$ cat src/rtl/lrut_pkg.sv
// shared types, codes and widths for the lru frame residency tracker
// no dependencies; used by the cell, the chain and the top level
`default_nettype none

package lrut_pkg;

	localparam int IDX_W       = 10;
	localparam int ACT_W       = 2;
	localparam int STAT_W      = 3;
	localparam int RCNT_W      = 5;
	localparam int BLIM_W      = 4;
	localparam int FCNT_W      = 11;
	localparam int CFG_W       = 11;
	localparam int CFG_IDX_W   = 2;
	localparam int S_TDATA_W   = 16;
	localparam int M_TDATA_W   = 16;

	localparam int CAPACITY_DEF   = 16;
	localparam int MAX_FRAMES_DEF = 1024;

	typedef enum logic [ACT_W-1:0] {
		ACT_LOOKUP = 2'd0,
		ACT_STORE  = 2'd1,
		ACT_ERASE  = 2'd2,
		ACT_CLEAR  = 2'd3
	} action_t;

	typedef enum logic [STAT_W-1:0] {
		STAT_HIT      = 3'd0,
		STAT_MISS     = 3'd1,
		STAT_STORED   = 3'd2,
		STAT_REJECTED = 3'd3,
		STAT_ERASED   = 3'd4,
		STAT_NOT_RES  = 3'd5,
		STAT_CLEARED  = 3'd6,
		STAT_EVICTED  = 3'd7
	} status_t;

	typedef enum logic [CFG_IDX_W-1:0] {
		REG_CACHE_ENABLE   = 2'd0,
		REG_BUFFERED_LIMIT = 2'd1,
		REG_FRAME_COUNT    = 2'd2
	} cfg_reg_t;

	// what every cell of the chain does in this cycle
	typedef enum logic [2:0] {
		CO_HOLD,
		CO_PROMOTE,
		CO_CLOSE,
		CO_PUSH_FRONT,
		CO_PUSH_BACK
	} cell_op_t;

	typedef struct packed {
		cell_op_t          op;
		logic [IDX_W-1:0]  key;
	} cell_ctl_t;

endpackage

`default_nettype wire

$ cat src/rtl/lrut_cell.sv
// one slot of the recency chain: holds a frame index, compares it with the key
// and takes its value from a neighbour or the key; uses lrut_pkg
`default_nettype none

module lrut_cell #(
	parameter int CNT_W = 5,
	parameter int POS   = 0
) (
	input  wire                          clk,
	input  wire lrut_pkg::cell_ctl_t     ctl,
	input  wire [CNT_W-1:0]              count,
	input  wire [lrut_pkg::IDX_W-1:0]    prev_val,
	input  wire [lrut_pkg::IDX_W-1:0]    next_val,
	input  wire                          seen_in,
	output logic                         seen_out,
	output logic [lrut_pkg::IDX_W-1:0]   val
);

	logic [lrut_pkg::IDX_W-1:0] val_q;
	logic [lrut_pkg::IDX_W-1:0] val_nxt;
	logic                       occ;
	logic                       hit;

	assign occ      = CNT_W'(POS) < count;
	assign hit      = occ && (val_q == ctl.key);
	assign seen_out = seen_in | hit;
	assign val      = val_q;

	always_comb begin
		val_nxt = val_q;
		unique case (ctl.op)
			lrut_pkg::CO_HOLD: val_nxt = val_q;
			// slots up to and including the hit move one place back
			lrut_pkg::CO_PROMOTE: begin
				if (!seen_in) val_nxt = prev_val;
			end
			// slots from the hit onwards close the gap
			lrut_pkg::CO_CLOSE: begin
				if (seen_out) val_nxt = next_val;
			end
			lrut_pkg::CO_PUSH_FRONT: val_nxt = prev_val;
			lrut_pkg::CO_PUSH_BACK: begin
				if (CNT_W'(POS) == count) val_nxt = ctl.key;
			end
			default: val_nxt = val_q;
		endcase
	end

	always_ff @(posedge clk) begin
		val_q <= val_nxt;
	end

endmodule

`default_nettype wire

$ cat src/rtl/lrut_chain.sv
// row of lrut_cell slots, most recent at slot 0; the hit flag ripples along it
// depends on lrut_pkg and lrut_cell
`default_nettype none

module lrut_chain #(
	parameter int CAPACITY = lrut_pkg::CAPACITY_DEF,
	parameter int CNT_W    = $clog2(CAPACITY + 1)
) (
	input  wire                                       clk,
	input  wire lrut_pkg::cell_ctl_t                  ctl,
	input  wire [CNT_W-1:0]                           count,
	output logic [CAPACITY-1:0][lrut_pkg::IDX_W-1:0]  vals,
	output logic                                      hit
);

	logic [CAPACITY:0] seen;

	assign seen[0] = 1'b0;
	assign hit     = seen[CAPACITY];

	for (genvar i = 0; i < CAPACITY; i++) begin : g_cell
		logic [lrut_pkg::IDX_W-1:0] prev_v;
		logic [lrut_pkg::IDX_W-1:0] next_v;

		if (i == 0) begin : g_head
			assign prev_v = ctl.key;
		end else begin : g_body
			assign prev_v = vals[i-1];
		end

		if (i == CAPACITY - 1) begin : g_tail
			assign next_v = vals[i];
		end else begin : g_inner
			assign next_v = vals[i+1];
		end

		lrut_cell #(
			.CNT_W (CNT_W),
			.POS   (i)
		) u_cell (
			.clk      (clk),
			.ctl      (ctl),
			.count    (count),
			.prev_val (prev_v),
			.next_val (next_v),
			.seen_in  (seen[i]),
			.seen_out (seen[i+1]),
			.val      (vals[i])
		);
	end

endmodule

`default_nettype wire

$ cat src/rtl/lru_frame_residency_tracker_core.sv
// top level of the lru frame residency tracker: stream ports, control sequencer
// and output register; depends on lrut_pkg and lrut_chain
`default_nettype none

// Keeps up to CAPACITY resident frame indices in recency order in a chain of
// cells, most recent first. Each request on the slave stream gives one or more
// results on the master stream, the final one flagged by tlast. A lookup, erase
// or clear is taken in the idle state, then matched along the chain with the
// list update in the match state. An accepted store then goes to the evict
// state, where the sequencer removes one victim from the back of the chain per
// cycle while the output register is free, before inserting; a rejected store
// ends in the match state. A result that is due waits while the output register
// is still full. One request is in progress at a time; the next is taken once
// the last result of the current one sits in the output register. Resident
// slots are tracked by the count alone, so no clearing pass runs after reset.
module lru_frame_residency_tracker_core #(
	parameter int CAPACITY   = lrut_pkg::CAPACITY_DEF,
	parameter int MAX_FRAMES = lrut_pkg::MAX_FRAMES_DEF
) (
	input  wire                              clk,
	input  wire                              arst_n,
	input  wire                              s_tvalid,
	output logic                             s_tready,
	// frame_index [9:0], insert_at_front [10], has_data [11], zero fill
	input  wire [lrut_pkg::S_TDATA_W-1:0]    s_tdata,
	// action [1:0]
	input  wire [lrut_pkg::ACT_W-1:0]        s_tuser,
	output logic                             m_tvalid,
	input  wire                              m_tready,
	// result_index [9:0], resident_count [14:10], zero fill
	output logic [lrut_pkg::M_TDATA_W-1:0]   m_tdata,
	// status [2:0]
	output logic [lrut_pkg::STAT_W-1:0]      m_tuser,
	output logic                             m_tlast,
	input  wire                              cfg_we,
	input  wire [lrut_pkg::CFG_IDX_W-1:0]    cfg_index,
	input  wire [lrut_pkg::CFG_W-1:0]        cfg_data
);

	localparam int CNT_W = $clog2(CAPACITY + 1);
	localparam int SEL_W = $clog2(CAPACITY);
	localparam int LW    = (CNT_W > lrut_pkg::BLIM_W + 1) ? CNT_W : lrut_pkg::BLIM_W + 1;
	localparam int VW    = $clog2(MAX_FRAMES + 1) + lrut_pkg::FCNT_W;

	typedef enum logic [1:0] {
		ST_IDLE,
		ST_MATCH,
		ST_EVICT
	} state_t;

	state_t state_q;

	// configuration
	logic                        cache_en_q;
	logic [lrut_pkg::BLIM_W-1:0] blimit_q;
	logic [lrut_pkg::FCNT_W-1:0] fcount_q;

	// request being worked on
	lrut_pkg::action_t           act_q;
	logic [lrut_pkg::IDX_W-1:0]  idx_q;
	logic                        front_q;
	logic                        has_data_q;

	logic [CNT_W-1:0]            count_q;

	// output register
	logic                        out_valid_q;
	lrut_pkg::status_t           out_stat_q;
	logic [lrut_pkg::IDX_W-1:0]  out_idx_q;
	logic [lrut_pkg::RCNT_W-1:0] out_cnt_q;
	logic                        out_last_q;

	lrut_pkg::cell_ctl_t                      ctl;
	logic [CAPACITY-1:0][lrut_pkg::IDX_W-1:0] vals;
	logic                                     hit;

	logic                        s_xfer;
	logic                        out_free;
	logic                        idx_ok;
	logic [LW-1:0]               lim_raw;
	logic [LW-1:0]               limit;
	logic                        evict_now;
	logic [CNT_W-1:0]            count_dec;
	logic [SEL_W-1:0]            victim_sel;
	logic                        store_ok;
	logic                        out_load;

	lrut_pkg::status_t           out_stat_d;
	logic [lrut_pkg::IDX_W-1:0]  out_idx_d;
	logic [lrut_pkg::RCNT_W-1:0] out_cnt_d;
	logic                        out_last_d;

	assign s_tready  = (state_q == ST_IDLE);
	assign s_xfer    = s_tvalid && s_tready;
	assign out_free  = !out_valid_q || m_tready;

	assign idx_ok    = (VW'(idx_q) < VW'(fcount_q)) && (VW'(idx_q) < VW'(MAX_FRAMES));
	assign lim_raw   = LW'(blimit_q) + LW'(1);
	assign limit     = (lim_raw > LW'(CAPACITY)) ? LW'(CAPACITY) : lim_raw;
	assign evict_now = (LW'(count_q) >= limit) && (count_q != '0);
	assign count_dec = count_q - CNT_W'(1);
	assign victim_sel = count_dec[SEL_W-1:0];

	assign store_ok  = (act_q == lrut_pkg::ACT_STORE) && cache_en_q && idx_ok && has_data_q;
	// accepted store produces nothing in the match cycle
	assign out_load  = out_free && ((state_q == ST_MATCH && !store_ok) || state_q == ST_EVICT);

	assign m_tvalid = out_valid_q;
	assign m_tuser  = out_stat_q;
	assign m_tlast  = out_last_q;
	assign m_tdata  = lrut_pkg::M_TDATA_W'({out_cnt_q, out_idx_q});

	// chain command for this cycle
	always_comb begin
		ctl.op  = lrut_pkg::CO_HOLD;
		ctl.key = idx_q;
		if (out_free) begin
			unique case (state_q)
				ST_MATCH: begin
					unique case (act_q)
						lrut_pkg::ACT_LOOKUP: begin
							if (cache_en_q && idx_ok && hit) ctl.op = lrut_pkg::CO_PROMOTE;
						end
						lrut_pkg::ACT_STORE: begin
							if (cache_en_q && idx_ok && has_data_q && hit)
								ctl.op = lrut_pkg::CO_CLOSE;
						end
						lrut_pkg::ACT_ERASE: begin
							if (idx_ok && hit) ctl.op = lrut_pkg::CO_CLOSE;
						end
						lrut_pkg::ACT_CLEAR: ctl.op = lrut_pkg::CO_HOLD;
						default: ctl.op = lrut_pkg::CO_HOLD;
					endcase
				end
				ST_EVICT: begin
					if (!evict_now)
						ctl.op = front_q ? lrut_pkg::CO_PUSH_FRONT : lrut_pkg::CO_PUSH_BACK;
				end
				default: ctl.op = lrut_pkg::CO_HOLD;
			endcase
		end
	end

	lrut_chain #(
		.CAPACITY (CAPACITY),
		.CNT_W    (CNT_W)
	) u_chain (
		.clk   (clk),
		.ctl   (ctl),
		.count (count_q),
		.vals  (vals),
		.hit   (hit)
	);

	always_ff @(posedge clk or negedge arst_n) begin
		if (!arst_n) begin
			cache_en_q <= 1'b0;
			blimit_q   <= '0;
			fcount_q   <= '0;
		end else if (cfg_we) begin
			unique case (lrut_pkg::cfg_reg_t'(cfg_index))
				lrut_pkg::REG_CACHE_ENABLE:   cache_en_q <= cfg_data[0];
				lrut_pkg::REG_BUFFERED_LIMIT: blimit_q   <= cfg_data[lrut_pkg::BLIM_W-1:0];
				lrut_pkg::REG_FRAME_COUNT:    fcount_q   <= cfg_data[lrut_pkg::FCNT_W-1:0];
				default: ;
			endcase
		end
	end

	// request payload, no reset needed
	always_ff @(posedge clk) begin
		if (s_xfer) begin
			act_q      <= lrut_pkg::action_t'(s_tuser);
			idx_q      <= s_tdata[lrut_pkg::IDX_W-1:0];
			front_q    <= s_tdata[lrut_pkg::IDX_W];
			has_data_q <= s_tdata[lrut_pkg::IDX_W+1];
		end
	end

	// next result
	always_comb begin
		out_stat_d = lrut_pkg::STAT_MISS;
		out_idx_d  = idx_q;
		out_cnt_d  = lrut_pkg::RCNT_W'(count_q);
		out_last_d = 1'b1;
		unique case (state_q)
			ST_MATCH: begin
				unique case (act_q)
					lrut_pkg::ACT_LOOKUP: begin
						out_stat_d = (cache_en_q && idx_ok && hit) ? lrut_pkg::STAT_HIT
						                                           : lrut_pkg::STAT_MISS;
					end
					lrut_pkg::ACT_STORE: out_stat_d = lrut_pkg::STAT_REJECTED;
					lrut_pkg::ACT_ERASE: begin
						if (idx_ok && hit) begin
							out_stat_d = lrut_pkg::STAT_ERASED;
							out_cnt_d  = lrut_pkg::RCNT_W'(count_dec);
						end else begin
							out_stat_d = lrut_pkg::STAT_NOT_RES;
						end
					end
					lrut_pkg::ACT_CLEAR: begin
						out_stat_d = lrut_pkg::STAT_CLEARED;
						out_idx_d  = '0;
						out_cnt_d  = '0;
					end
					default: out_stat_d = lrut_pkg::STAT_MISS;
				endcase
			end
			ST_EVICT: begin
				if (evict_now) begin
					out_stat_d = lrut_pkg::STAT_EVICTED;
					out_idx_d  = vals[victim_sel];
					out_cnt_d  = lrut_pkg::RCNT_W'(count_dec);
					out_last_d = 1'b0;
				end else begin
					out_stat_d = lrut_pkg::STAT_STORED;
					out_cnt_d  = lrut_pkg::RCNT_W'(count_q + CNT_W'(1));
				end
			end
			default: out_stat_d = lrut_pkg::STAT_MISS;
		endcase
	end

	always_ff @(posedge clk) begin
		if (out_load) begin
			out_stat_q <= out_stat_d;
			out_idx_q  <= out_idx_d;
			out_cnt_q  <= out_cnt_d;
			out_last_q <= out_last_d;
		end
	end

	// sequencer, resident count and output valid
	always_ff @(posedge clk or negedge arst_n) begin
		if (!arst_n) begin
			state_q     <= ST_IDLE;
			count_q     <= '0;
			out_valid_q <= 1'b0;
		end else begin
			if (out_load) out_valid_q <= 1'b1;
			else if (m_tready) out_valid_q <= 1'b0;
			unique case (state_q)
				ST_IDLE: begin
					if (s_xfer) state_q <= ST_MATCH;
				end
				ST_MATCH: begin
					if (out_free) begin
						state_q <= store_ok ? ST_EVICT : ST_IDLE;
						unique case (act_q)
							lrut_pkg::ACT_LOOKUP: ;
							lrut_pkg::ACT_STORE: begin
								if (store_ok && hit) count_q <= count_dec;
							end
							lrut_pkg::ACT_ERASE: begin
								if (idx_ok && hit) count_q <= count_dec;
							end
							lrut_pkg::ACT_CLEAR: count_q <= '0;
							default: ;
						endcase
					end
				end
				ST_EVICT: begin
					if (out_free) begin
						if (evict_now) begin
							count_q <= count_dec;
						end else begin
							count_q <= count_q + CNT_W'(1);
							state_q <= ST_IDLE;
						end
					end
				end
				default: state_q <= ST_IDLE;
			endcase
		end
	end

	a_count_bound: assert property (@(posedge clk) disable iff (!arst_n)
		count_q <= CNT_W'(CAPACITY))
		else $error("resident count above capacity");

	a_evict_not_last: assert property (@(posedge clk) disable iff (!arst_n)
		(m_tvalid && m_tuser == lrut_pkg::STAT_EVICTED) |-> !m_tlast)
		else $error("eviction flagged as final result");

	a_store_fills: assert property (@(posedge clk) disable iff (!arst_n)
		(state_q == ST_EVICT && out_free && !evict_now) |=> (count_q != '0 && m_tvalid))
		else $error("store left the list empty or gave no result");

	a_idle_after_last: assert property (@(posedge clk) disable iff (!arst_n)
		(state_q != ST_IDLE && out_free && $past(state_q) == ST_EVICT && !s_tready
		 && state_q == ST_EVICT && !evict_now) |=> s_tready)
		else $error("sequencer did not return to idle after store");

endmodule

`default_nettype wire

$ cat config.mk
export PLATFORM = sky130hd
export DESIGN_NAME = lru_frame_residency_tracker_core
export DESIGN_NICKNAME = d
export VERILOG_FILES = /design/src/rtl/lrut_pkg.sv /design/src/rtl/lrut_cell.sv /design/src/rtl/lrut_chain.sv /design/src/rtl/lru_frame_residency_tracker_core.sv
export SDC_FILE = /design/constraint.sdc
export NUM_CORES = 1
export LEC_CHECK = 0
export BUFFER_PORTS_ARGS = -buffer_cell sky130_fd_sc_hd__buf_2
export CORE_AREA = 5 5 230 232
export CTS_CLUSTER_DIAMETER = 60
export DETAILED_ROUTE_END_ITERATION = 10
export DIE_AREA = 0 0 235 237
export PLACE_DENSITY = 0.51
export SYNTH_ARGS = -nofsm -noshare
export SYNTH_HDL_FRONTEND = slang
export SYNTH_SLANG_ARGS = --single-unit
$ cat constraint.sdc
create_clock -name clk -period 12 [get_ports clk]
set_input_delay 1.8 -clock clk [delete_from_list [all_inputs] [get_ports clk]]
set_output_delay 1.8 -clock clk [all_outputs]
set_load 0.05 [all_outputs]
---- After elaboration in Yosys (flattened, before gate mapping) ----
Cells that the tools add are included.
W data, S select, Z words.
word-level totals
  output and inout bits ................... 22
  register bits after elaboration ......... 217
  logic and storage cells ................. 281
operators by class
  reduce and logical (&&, ||, !) cells .... 65
  $add $sub $neg .......................... 3
  eq/ne operators ......................... 64
  mux-type cells .......................... 84
  bitwise logic cells ..................... 15
  $lt $le $gt $ge ......................... 20
operator list
  cell                  count
  $pmux W10 S4          14
  $mux W10              34
  $eq A10 B10 Y1        16
  $pmux W10 S3          2
  $bmux W10 S4          1
  $eq A4 B5 Y1 const A  8
  $lt A4 B5 Y1 const A  8
  $ne A2 B2 Y1 const B  19
  $reduce_and A2 Y1     19
  $mux W5               6
  $pmux W5 S2           3
  $logic_and A1 B1 Y1   29
  $pmux W3 S4           2
  $eq A3 B5 Y1 const A  4
  $lt A3 B5 Y1 const A  4
  $pmux W10 S2          1
  $or A1 B1 Y1          15
  $pmux W5 S3           1
  $mux W2               7
  $mux W3               4
  $pmux W3 S2           2
  $lt A10 B11 Y1        1
  $eq A2 B5 Y1 const A  2
  $lt A1 B5 Y1 const A  2
  other kinds (29)      47

---- Depth between registers and ports, before layout ----
Gate-level depths: netlist (run 1).
  depth after elaboration ................. 26
  gate-level depth with buffers ........... 16
  gate-level depth less buffers ........... 13

---- Hierarchy ----
From an unflattened synthesis (run 1), not the netlist that was laid out.
second synthesis, totals
  cells, all modules ...................... 1745
  area, all modules ....................... 17048.9 um^2
modules (own cells, without submodules)
  module                                 cells an instance  area each (um^2)  instances
  lru_frame_residency_tracker_core       421                4478.0            1
  lrut_cell (u_chain.g_cell[12].u_cell)  83                 799.5             1
  lrut_cell (u_chain.g_cell[3].u_cell)   82                 799.5             1
  lrut_cell (u_chain.g_cell[11].u_cell)  82                 798.3             1
  lrut_cell (u_chain.g_cell[4].u_cell)   83                 798.3             1
  lrut_cell (u_chain.g_cell[6].u_cell)   83                 792.0             1
  lrut_cell (u_chain.g_cell[5].u_cell)   84                 790.8             1
  lrut_cell (u_chain.g_cell[10].u_cell)  83                 788.3             1
  lrut_cell (u_chain.g_cell[2].u_cell)   84                 784.5             1
  lrut_cell (u_chain.g_cell[14].u_cell)  82                 782.0             1
  lrut_cell (u_chain.g_cell[1].u_cell)   82                 780.7             1
  lrut_cell (u_chain.g_cell[9].u_cell)   81                 779.5             1
  lrut_cell (u_chain.g_cell[0].u_cell)   83                 777.0             1
  lrut_cell (u_chain.g_cell[8].u_cell)   82                 777.0             1
  4 more rows                            n/a                n/a               n/a

---- Worst setup path before layout (run 1) ----
Ideal clock, no wire load.
  path kind ............................... input-to-reg
  start point ............................. input m_tready
  end point ............................... register u_chain.g_cell[0].u_cell.val_q (netlist bit u_chain.g_cell[0].u_cell.val[0]), enable pin
  required time ........................... 11.607 ns
  library setup time ...................... 0.393 ns
  path buffers ............................ 1
  slack ................................... 7.287 ns
  cell stages on the path ................. 8
  arrival time ............................ 4.319 ns
  cells stage by stage .................... nand2b_1 > nand2_1 > a2111oi_0 > nand2_1 > nor3_2 > clkbuf_1 > a211oi_1 > a211oi_1
between the ends
  word-level cells in the longest chain between the ends .. 6
RTL lines
  element                                              line                                     text
  from (decl)                                          lru_frame_residency_tracker_core.sv:29   input wire m_tready,
  $logic_or A1 B1 Y1 (*)                               lru_frame_residency_tracker_core.sv:95   assign out_free = !out_valid_q || m_tready;
  $mux W3 (*)                                          lru_frame_residency_tracker_core.sv:117  if (out_free) begin
  $eq A3 B1 Y1 / $eq A3 B2 Y1 (equally long branches)  lrut_cell.sv:31                          unique case (ctl.op)
  $reduce_or A2 Y1 (no source line)                    n/a
  $reduce_bool A3 Y1 (no source line)                  n/a
  $reduce_and A2 Y1 (no source line) (*)               n/a
  to (signal assigned)                                 lrut_cell.sv:50                          val_q <= val_nxt;
  to (decl)                                            lrut_cell.sv:19                          logic [lrut_pkg::IDX_W-1:0] val_q;
Every way passes the cells marked *; elsewhere a longest branch is shown, timed or not.
A chain may end at the register's enable or synchronous reset.

---- Worst setup path in the final report (run 1) ----
  start point ............................. register count_q[4]
  end point ............................... register u_chain.g_cell[4].u_cell.val_q (netlist bit u_chain.g_cell[4].u_cell.val[1]), data pin
between the ends
  word-level cells in the longest chain between the ends .. 24
RTL lines
  element                                        line                                                                                                                       text
  from (decl)                                    lru_frame_residency_tracker_core.sv:64                                                                                     logic [CNT_W-1:0] count_q;
  from (signal assigned)                         lru_frame_residency_tracker_core.sv:253                                                                                    if (store_ok && hit) count_q <= count_dec;
  from (signal assigned)                         lru_frame_residency_tracker_core.sv:256                                                                                    if (idx_ok && hit) count_q <= count_dec;
  from (signal assigned)                         lru_frame_residency_tracker_core.sv:266                                                                                    count_q <= count_dec;
  $lt A1 B5 Y1                                   lrut_cell.sv:24                                                                                                            assign occ = CNT_W'(POS) < count;
  $logic_and A1 B1 Y1                            lrut_cell.sv:25                                                                                                            assign hit = occ && (val_q == ctl.key);
  $or A1 B1 Y1 (15 in a row)                     lrut_cell.sv:26                                                                                                            assign seen_out = seen_in | hit;
  $logic_and A1 B1 Y1, on equally long branches  lru_frame_residency_tracker_core.sv:122, lru_frame_residency_tracker_core.sv:125, lru_frame_residency_tracker_core.sv:129
  $mux W1 (tied with other cells)                lru_frame_residency_tracker_core.sv:122                                                                                    if (cache_en_q && idx_ok && hit) ctl.op = lrut_pkg::CO_PROMOTE;
  $pmux W3 S4                                    lru_frame_residency_tracker_core.sv:120                                                                                    unique case (act_q)
  $pmux W3 S2                                    lru_frame_residency_tracker_core.sv:118                                                                                    unique case (state_q)
  $mux W3                                        lru_frame_residency_tracker_core.sv:117
  $eq A3 B3 Y1 (tied with other cells)           lrut_cell.sv:31
  $pmux W10 S4 (*)                               lrut_cell.sv:31
  via u_chain.g_cell[4].u_cell.val_nxt, one bit  lrut_cell.sv:20                                                                                                            logic [lrut_pkg::IDX_W-1:0] val_nxt;
  to (signal assigned)                           lrut_cell.sv:50
  to (decl)                                      lrut_cell.sv:19
Mark *: on every way through the listed nets, which the timed path passes. The rest lies on a longest branch. The select of a mux whose other input is x is not followed.

==> summary.md, run 1 <==
The post-CTS setup buffer count was 0. Setup repair after global routing left no endpoint under its margin. The area fraction of the dominant cell type after synthesis is 33.1%.

In the post-synthesis netlist, the biggest area contributors are sky130_fd_sc_hd__edfxtp_1 33%, sky130_fd_sc_hd__xor2_1 5.8%, sky130_fd_sc_hd__nand2_1 5.4%, sky130_fd_sc_hd__mux4_2 5.1%, sky130_fd_sc_hd__mux2_2 4.8%. Cell with the largest stage delay on the worst path: sky130_fd_sc_hd__buf_4. CTS built an H-tree with a depth of 2. The floorplan step set the die height to 237 um. Once the floorplan was initialized, standard cells occupied 34.5% of the core. The flow ran to the end, and the final reports show no timing, DRC or antenna violations. The tools report the largest clock skew in the final design as 0.0259 ns.

The worst setup path is of the reg2reg kind. The post-layout utilization of the core is 38.2%, and the net total in the final layout is 1820. From left edge to right edge, the die measures 235 um.

The standard-cell row count is 83, and the die footprint is 55700 um^2. The number of buffers on the longest clock path is 3, and the ratio of total power to cell area is 178 nW/um^2. The Yosys step of the flow raised 0 warnings. For this run, design rule violations remaining after detail routing come to 0.

Post-synthesis cell type with the largest combined area: sky130_fd_sc_hd__edfxtp_1. The tools report the max-cap violation count as 0. Clock latency on the worst-skew pair, taken at its later pin, is 0.55 ns. At the worst endpoint, the required time is 12.28 ns.

At the pin with the least slew margin, the transition time is 1.26 ns. Before antenna repair, the detailed router went through 6 iterations. Of the cells placed in the final design, the portion with a size suffix greater than 1 is 16.3%. TritonCTS built the clock tree.

The number of buffers inserted by hold repair at cts was 0. Among all flip-flop cells after synthesis, the most frequent one is sky130_fd_sc_hd__edfxtp_1. The clock period minus worst slack is 6.23 ns, and the half-perimeter wire length after placement is 45600 um. The final weighted congestion in routability-driven placement came out at 0.892. The run gives 0 ns as the total negative setup slack. Setup violations remaining at the end of the flow were counted as 0. Of all flip-flops after synthesis, the portion carrying an async set or reset was 11.1%. The average vias per placed instance was 6.40; the placeable core area was 50800 um^2.

The average instance in the mapped netlist occupies 9.86 um^2. Global routing finished with a remaining overflow of 0. The number of buffers created by CTS was 36; the arrival time at the worst endpoint was 6.51 ns. The tools report the via count of the first global-routing pass as 15400. The root buffer cell is sky130_fd_sc_hd__clkbuf_16. The global-route usage over all layers is 23.7%. In this run the tool buffered the top-level ports with 52 buffer cells.

The worst relative slew slack is 15.7%, and the initial antenna violation count is 1. The first global-routing pass estimated 103000 um of wire. The part of the Yosys area used for sequential elements is 36.5%, and the peak supply drop is 122 uV. The number of top-level design ports was 58. The tools report the number of antenna-violating nets in the routed design as 0. The final route contains 15800 vias.

The synthesis-to-finish area growth came out at 10.8%. Dividing the detail-routed wire length by the instance count gives 27.8 um. The worst setup path is launched from a flop. The flip-flop and latch count after synthesis is 217, and the final hold violation count is 0. Traced cell by cell, the critical path runs through buf_4 > nor3_2 > a211oi_1 > nand3_2 > nand3_2 > or4_1 > o21a_1 > o32ai_4 > buf_4 > buf_4 > nor3_1 > a2111o_1. Clock tree synthesis found a total of 217 sinks. The synthesized design contains 193 enable-type register cells. Synthesis produced a netlist with a net count of 1836.

After clock tree synthesis, the repair step resized 0 gates. The leakage power figure came out at 7.00 nW. After technology mapping, the gate count stands at 1777. In the finished design, the share of the clock period the worst path needs comes to 51.9%.

In this run the worst path has a maximum fanout of 73. Entering global routing, the biggest net connects 78 pins. In the layout the commonest cells are 254 x sky130_fd_sc_hd__nand2_1, 193 x sky130_fd_sc_hd__edfxtp_1, 116 x sky130_fd_sc_hd__xor2_1. After clock tree synthesis, the clock-pin slew on the worst setup and hold paths is 0.06 ns. For the antenna diode instance count, the log shows 0. The library cell used most frequently in the layout, excluding fill and tap cells, is sky130_fd_sc_hd__nand2_1.

The class of the tightest hold or removal check is reg2reg. Combined area of all synthesized cells: 17500 um^2. Counting stages on the worst path, the most repeated cell is sky130_fd_sc_hd__buf_4. The run gives 0.161 GHz as the highest clock frequency the design can meet. The routed wire length is 68600 um, and the count of different cell masters after synthesis is 74.

The worst setup path is captured at a flop. The max-slew violation total from the final report came out at 0. The detailed router finished its first iteration with 1900 violations.

In this design, the stage delay of the slowest critical-path cell is 0.76 ns.
[worst max-delay path, delay by kind of cell (launching register included)]
kind	cells	cell delay, ns
flops	1	0.36
simple gates	5	2.88
buf+inv	3	1.40
compound gates	4	1.26
[flip-flops by register name, summed over array words and instances, names as in the netlist]
| signal | flops |
|---|---|
| u_chain.g_cell.u_cell.val | 160 |
| fcount_q | 11 |
| idx_q | 10 |
| out_idx_q | 10 |
| count_q | 5 |
| out_cnt_q | 5 |
| blimit_q | 4 |
| m_tuser | 3 |
| act_q | 2 |
| state_q | 2 |
| cache_en_q | 1 |
| front_q | 1 |
| has_data_q | 1 |
| m_tlast | 1 |
| m_tvalid | 1 |
[synth_stat cells (23+ instances only)]
| cell type | instances |
|---|---|
| sky130_fd_sc_hd__inv_1 | 55 |
| sky130_fd_sc_hd__a221oi_1 | 23 |
| sky130_fd_sc_hd__mux2_2 | 74 |
| sky130_fd_sc_hd__nand4_1 | 27 |
| sky130_fd_sc_hd__nor4_1 | 32 |
| sky130_fd_sc_hd__o21ai_0 | 58 |
| sky130_fd_sc_hd__a22oi_1 | 88 |
| sky130_fd_sc_hd__o211ai_1 | 51 |
| sky130_fd_sc_hd__xor2_1 | 116 |
| sky130_fd_sc_hd__xnor2_1 | 55 |
| sky130_fd_sc_hd__ha_1 | 23 |
| sky130_fd_sc_hd__nor2_1 | 49 |
| sky130_fd_sc_hd__mux2i_1 | 36 |
| sky130_fd_sc_hd__a221o_1 | 51 |
| sky130_fd_sc_hd__nand2_1 | 254 |
| sky130_fd_sc_hd__mux4_2 | 40 |
| sky130_fd_sc_hd__edfxtp_1 | 193 |
| sky130_fd_sc_hd__dfrtp_1 | 24 |
| sky130_fd_sc_hd__nand3_1 | 45 |
| sky130_fd_sc_hd__a21oi_1 | 49 |
| sky130_fd_sc_hd__nor3_1 | 30 |
| sky130_fd_sc_hd__clkbuf_1 | 85 |
[final timing paths]
kind	slack (ns)	start	endpoint	depth (start not counted)
worst max-delay path	5.77	count_q[4]	u_chain.g_cell[4].u_cell.val[1]	12
worst min-delay path	0.50	fcount_q[5]	fcount_q[5]	1
worst max register to register	5.77	count_q[4]	u_chain.g_cell[4].u_cell.val[1]	12
worst min register to register	0.50	fcount_q[5]	fcount_q[5]	1
max in group asynchronous	10.29	arst_n	count_q[0]	1
min in group asynchronous	1.26	arst_n	fcount_q[9]	1
[kinds of logic (layout without fill, tap and decap cells)]
logic type / count (synthesis) / after routing / synth area share (%)
AOI/OAI and AO/OA: 485 / 485 / 21.2
xor gates and xnor gates: 171 / 171 / 8.55
adders and majority gates: 23 / 23 / 1.64
buffers and inverters: 202 / 212 / 5.36
DFF: 217 / 217 / 36.5
muxes: 150 / 150 / 12.0
other: 1 / 1 / 0.0214
and+or+nand+nor: 528 / 528 / 14.8
[per-stage QoR]
step / power, mW / cell area [um^2] / hold slack, ns / std cells / setup slack [ns]
finish: 3.45 / 19400 / 0.504 / 2467 / 5.77
floorplan: 1.93 / 17500 / 0.479 / 1777 / 7.29
global route: 3.58 / 19400 / 0.518 / 2467 / 5.54
CTS: 3.44 / 19400 / 0.507 / 2466 / 5.71
detailed placement: 2.38 / 18200 / 0.495 / 2402 / 5.81
global placement: 2.37 / 18200 / 0.490 / 2402 / 5.90
[routing by layer]
metal / GRT usage [%] / vias to the layer above / part of all wire (%)
met4: 10.5 / 2 / 4.7
met1: 32.4 / 7949 / 42
li1: - / 6874 / -
met5: 0 / - / 0.017
met3: 4.60 / 169 / 8.2
met2: 36.5 / 806 / 45
[report_power, final]
part           internal [mW]  leakage (nW)  switching (mW)
clock network          0.641         0.573           0.412
registers              0.908          2.04          0.0616
logic                  0.475          4.39           0.952
total                   2.02          7.00            1.43
[area by class of cell]
cell class	instances	area, um^2
fill	4950	31400
multi-input combinational	1358	10200
sequential	217	6400
clock buffer	43	958
tap	680	851
timing repair buffer	92	558
clock inverter	21	214
inverter	56	210
(Power assumes the default switching activity.)
==> run 2: changes to the inputs <==
- ABC_AREA: not set -> 1
- CORE_AREA: 5 5 230 232 -> 5 5 236 238
- DIE_AREA: 0 0 235 237 -> 0 0 241 243
- clock period: 12 -> 6.1 ns (I/O delays scaled with it)
==> run 2 against run 1 <==
Against the previous run: critical path depth increased by 9; synthesized cell count increased by 56%; die area increased by 5.1%; power increased by 120%; global-route usage increased by 2.1 points; hold slack got worse by 0.13 ns; maximum frequency increased by 9.8%; area after synthesis increased by 5.6%; combinational power increased by 140%; critical endpoint is now u_chain.g_cell[15].u_cell.val[9]; non-clock buffer count increased by 25; routed wire length increased by 14%; design area increased by 5.5%.
==> summary.md, run 2 <==
The net switching fraction of the power was 46.9% (was 41.3%). Top cells by area in the synthesized netlist: sky130_fd_sc_hd__edfxtp_1 31%, sky130_fd_sc_hd__nand2_1 13%, sky130_fd_sc_hd__nor2_1 8.4%, sky130_fd_sc_hd__o21ai_0 7.3%, sky130_fd_sc_hd__nand3_1 5.8% (was sky130_fd_sc_hd__edfxtp_1 33%, sky130_fd_sc_hd__xor2_1 5.8%, sky130_fd_sc_hd__nand2_1 5.4%, sky130_fd_sc_hd__mux4_2 5.1%, sky130_fd_sc_hd__mux2_2 4.8%). The tools report the standard-cell row count as 85 (was 83). The combinational family with the most area after synthesis is simple AND/OR/NAND/NOR gates (was compound AO/OA/AOI/OAI gates). Endpoint class of the critical path: a flop (unchanged). The total negative setup slack was 0 ns (unchanged); the critical-path maximum fanout was 32 (was 73). The fraction of the mapped netlist area in simple logic gates is 35.6% (was 14.8%), and the number of setup violations in the final report is 0 (unchanged). The tools report the highest clock frequency the design can meet as 0.176 GHz (was 0.161 GHz).

The via count of the first global-routing pass came out at 19000 (was 15400). The combined area of all synthesized cells came out at 18500 um^2 (was 17500 um^2). For the number of cells produced by synthesis, the log shows 2772 (was 1777).

The total congestion overflow is 0 (unchanged), and the post-synthesis mux area share is 0% (was 12.0%). The most repeated library cell on the critical path was sky130_fd_sc_hd__nand2_1 (was sky130_fd_sc_hd__buf_4). The post-CTS setup buffer count is 0 (unchanged). The tools report the antenna diode instance count as 0 (unchanged). The number of warnings reported in the yosys synthesis log came out at 0 (unchanged).

The routing usage on met3 is 4.43% (was 4.60%), and the global-route wire length before repair is 117000 um (was 103000 um). The final weighted congestion in routability-driven placement was 0.894 (was 0.892). Clock period minus worst slack: 5.67 ns (was 6.23 ns). The buffering stage count on the worst path with inverters included is 2 (was 3).

The number of buffers created by CTS came out at 36 (unchanged). The run finished with clean final reports. The final-layout fill cell count is 5728 (was 4950). The logs give 36.6% (was 32.4%) for the routing usage on met1 and 6400 um^2 (unchanged) for the total area of sequential cells. Leading cell types by count after synthesis: 662 x sky130_fd_sc_hd__nand2_1, 412 x sky130_fd_sc_hd__nor2_1, 269 x sky130_fd_sc_hd__inv_1, 269 x sky130_fd_sc_hd__o21ai_0, 214 x sky130_fd_sc_hd__nand3_1 (was 254 x sky130_fd_sc_hd__nand2_1, 193 x sky130_fd_sc_hd__edfxtp_1, 116 x sky130_fd_sc_hd__xor2_1, 88 x sky130_fd_sc_hd__a22oi_1, 85 x sky130_fd_sc_hd__clkbuf_1).

The die width is 241 um (was 235 um). Setup repair after global routing left no endpoint under its margin. The count of different cell masters after synthesis came out at 59 (was 74).

The family with the most delay on the worst path was simple AND/OR/NAND/NOR gates (unchanged). The share of synthesized registers carrying an async set or reset is 11.1% (unchanged), and the pin slew with the least headroom to its limit is 1.35 ns (was 1.26 ns). The run gives 3 (unchanged) as the number of buffers on the longest clock path. The number of nets produced by synthesis was 2831 (was 1836); the post-route total power was 7.43 mW (was 3.45 mW).

The flip-flop and latch count after synthesis works out to 217 (unchanged). The pin count of the biggest net entering global routing came out at 82 (was 78). The routed wire length is 78200 um (was 68600 um), and the largest clock skew in the final design is 0.0166 ns (was 0.0259 ns). The ratio of final minimum period to clock period is 93.0% (was 51.9%), and the peak supply drop is 248 uV (was 122 uV). The run gives 217 (unchanged) as the total number of clock tree sinks. Area used by multi-input combinational logic: 10200 um^2 (about the same).

The compound-gate portion of the synthesized area came out at 13.2% (was 21.2%). The tools report the number of design-rule violations left by the first detailed-router iteration as 2241 (was 1900). The run gives 34.6% (was 36.5%) as the part of the Yosys area used for sequential elements. The combinational power share is 45.5% (was 41.4%).

The most common cell after layout, fill and taps aside is sky130_fd_sc_hd__nand2_1 (unchanged). For the net total in the final layout, the log shows 2787 (was 1820). The fraction of synthesized cell area in xor and xnor cells works out to 4.02% (was 8.55%).

The class of the tightest hold or removal check was in2async (was reg2reg). The root buffer cell was sky130_fd_sc_hd__clkbuf_16 (unchanged). The internal cell power came out at 3.95 mW (was 2.02 mW). Delay of the slowest critical-path stage: 0.74 ns (was 0.76 ns). The launching element type of the critical path is a flop (unchanged). Most frequently used flop master after synthesis: sky130_fd_sc_hd__edfxtp_1 (unchanged).

The run gives 0 (unchanged) as the max-slew violation total from the final report. The type of the setup path with the least slack was reg2reg (unchanged). The number of antenna-violating nets in the routed design was 0 (unchanged).

The leakage power figure is 9.90 nW (was 7.00 nW), and the ratio of total power to cell area is 363 nW/um^2 (was 178 nW/um^2). Commonest non-fill, non-tap cells in the layout: 660 x sky130_fd_sc_hd__nand2_1, 411 x sky130_fd_sc_hd__nor2_1, 269 x sky130_fd_sc_hd__o21ai_0 (was 254 x sky130_fd_sc_hd__nand2_1, 193 x sky130_fd_sc_hd__edfxtp_1, 116 x sky130_fd_sc_hd__xor2_1). Max-cap violation count: 0 (unchanged). The synthesis-to-finish area growth works out to 10.7% (was 10.8%). The average vias per placed instance is 5.81 (was 6.40), and the worst-case hold slack is 0.379 ns (was 0.504 ns). The cell with the largest stage delay on the worst path is sky130_fd_sc_hd__edfxtp_1 (was sky130_fd_sc_hd__buf_4).

The number of enable-type register cells in the synthesized netlist was 193 (unchanged). The worst relative slew slack was 8.64% (was 15.7%). The most frequently used cell type in the post-synthesis netlist was sky130_fd_sc_hd__nand2_1 (unchanged). The via count of the routed design was 20000 (was 15800); the placeable core area was 53400 um^2 (was 50800 um^2). The logs give 5 (was 6) for the first-pass iteration count of the detailed router and 25.8% (was 23.7%) for the global-route usage over all layers.

The setup slack of the worst register-to-register path was 0.43 ns (was 5.77 ns); the chip height was 243 um (was 237 um). The final hold violation count came out at 0 (unchanged). The post-synthesis cell type with the largest combined area was sky130_fd_sc_hd__edfxtp_1 (unchanged). The half-perimeter wire length after placement is 50400 um (was 45600 um), and the initial antenna violation count is 2 (was 1). The clock network power share was 28.6% (was 30.5%); the die footprint was 58600 um^2 (was 55700 um^2). The arrival time at the worst endpoint was 5.85 ns (was 6.51 ns); the per-cell routed wire length was 22.7 um (was 27.8 um).

The post-cts sizing count was 0 (unchanged); the adder-cell area share of the yosys netlist was 1.55% (was 1.64%). TritonCTS built the clock tree. The clock transition at the registers of the reported paths was 0.06 ns (about the same); the number of top-level design ports was 58 (unchanged). The flip-flop count of the largest register after layout works out to 160 (unchanged).

Global-route layer with the greatest usage: met2 (unchanged). Number of buffers inserted by hold repair at cts: 0 (unchanged). The tools report the latest clock arrival within the worst-skew pair as 0.55 ns (about the same). The switching component of the power is 3.48 mW (was 1.43 mW). The final routed DRC violation total was 0 (unchanged).

The part of the total power dissipated in sequential elements is 25.9% (was 28.1%). The run gives 2 (unchanged) as the H-tree depth reported by CTS. The share of post-route cells with drive strength above 1 was 8.14% (was 16.3%); the worst endpoint required time was 6.28 ns (was 12.28 ns). The effective utilization at floorplan is 34.7% (was 34.5%). The number of input and output port buffers inserted came out at 52 (unchanged). Crit path cell chain: inv_2 > nand2_1 > nand2_1 > nor2_1 > nand2_1 > nor2_1 > nand2_1 > nand3_2 > nor3_4 > nand4_2 > nor2_4 > nand4_2 > nor2_4 > nand4_4 > nand3_2 > nand2_2 > nor2_1 > nand2_4 > inv_2 > nand3_1 > nand2_1 (was buf_4 > nor3_2 > a211oi_1 > nand3_2 > nand3_2 > or4_1 > o21a_1 > o32ai_4 > buf_4 > buf_4 > nor3_1 > a2111o_1). The area fraction of the dominant cell type after synthesis is 31.3% (was 33.1%). The routing usage on met2 is 38.5% (was 36.5%), and the average cell area after synthesis is 6.68 um^2 (was 9.86 um^2).
-- run 2: cell types whose count changed in the layout (fill, tap and decap cells not counted), sizes merged, moves of 76 or more --
cell   change
o21ai    +209
nand3    +170
inv      +224
nor2     +367
xor2      -76
nand2    +420
a22oi     -87
nand4    +135
-- run 2: path summary, 6_finish.rpt --
path | start | to | depth (start not counted)
max reg2reg | idx_q[3] | u_chain.g_cell[15].u_cell.val[9] | 21
max in group asynchronous | arst_n | count_q[0] | 1
min | arst_n | fcount_q[7] | 1
max | idx_q[3] | u_chain.g_cell[15].u_cell.val[9] | 21
min reg2reg | fcount_q[0] | fcount_q[0] | 2
min in group clk | fcount_q[0] | fcount_q[0] | 2
-- run 2: cells by family after synthesis --
| logic type | count (synthesis) |
|---|---|
| other cells | 1 |
| simple gates | 1506 |
| xor+xnor | 85 |
| compound gates | 454 |
| buf+inv | 486 |
| fa+ha+maj | 23 |
| flops | 217 |
-- run 2: final cells by class --
type / count / area share [%]
clock inverters: 19 / 1.08
well taps: 696 / 4.25
flip-flops and latches: 217 / 31.2
clock buffers: 43 / 4.73
multi-input cells: 2069 / 49.6
inverters: 287 / 5.27
repair buffers: 117 / 3.85
-- run 2: per-layer routing --
| metal | vias to the layer above | part of all wire, % |
|---|---|---|
| li1 | 9165 | - |
| met1 | 9618 | 43 |
| met2 | 1038 | 43 |
| met3 | 201 | 9.2 |
| met4 | 0 | 4.3 |
| met5 | - | 0 |
-- run 2: worst register-to-register path: stages, from the launching register on --
cell and delay, ns:
sky130_fd_sc_hd__edfxtp_1 0.74, sky130_fd_sc_hd__inv_2 0.52, sky130_fd_sc_hd__nand2_1 0.09, sky130_fd_sc_hd__nand2_1 0.08, sky130_fd_sc_hd__nor2_1 0.04, sky130_fd_sc_hd__nand2_1 0.05, sky130_fd_sc_hd__nor2_1 0.04, sky130_fd_sc_hd__nand2_1 0.08
sky130_fd_sc_hd__nand3_2 0.18, sky130_fd_sc_hd__nor3_4 0.26, sky130_fd_sc_hd__nand4_2 0.17, sky130_fd_sc_hd__nor2_4 0.34, sky130_fd_sc_hd__nand4_2 0.40, sky130_fd_sc_hd__nor2_4 0.27, sky130_fd_sc_hd__nand4_4 0.17, sky130_fd_sc_hd__nand3_2 0.17
sky130_fd_sc_hd__nand2_2 0.11, sky130_fd_sc_hd__nor2_1 0.19, sky130_fd_sc_hd__nand2_4 0.31, sky130_fd_sc_hd__inv_2 0.47, sky130_fd_sc_hd__nand3_1 0.14, sky130_fd_sc_hd__nand2_1 0.46
-- run 2: stage by stage --
stage | utilization [%] | setup slack [ns] | cells | area [um^2]
after floorplan | - | 1.76 | 2772 | 18500
after global placement | 36.1 | 0.431 | 3386 | 19300
after detailed placement | 36.1 | 0.400 | 3386 | 19300
after CTS | 38.4 | 0.360 | 3448 | 20500
after global routing | 38.4 | 0.0221 | 3448 | 20500
final | 38.4 | 0.427 | 3448 | 20500
-- run 2: power groups by stage --
stage	Sequential [mW]	Combinational [mW]	Clock, mW
global route	1.93	3.59	2.22
finish	1.92	3.38	2.12
CTS	1.92	3.28	2.16
floorplan	2.07	1.86	0
detailed placement	1.95	3.27	0
global placement	1.95	3.25	0
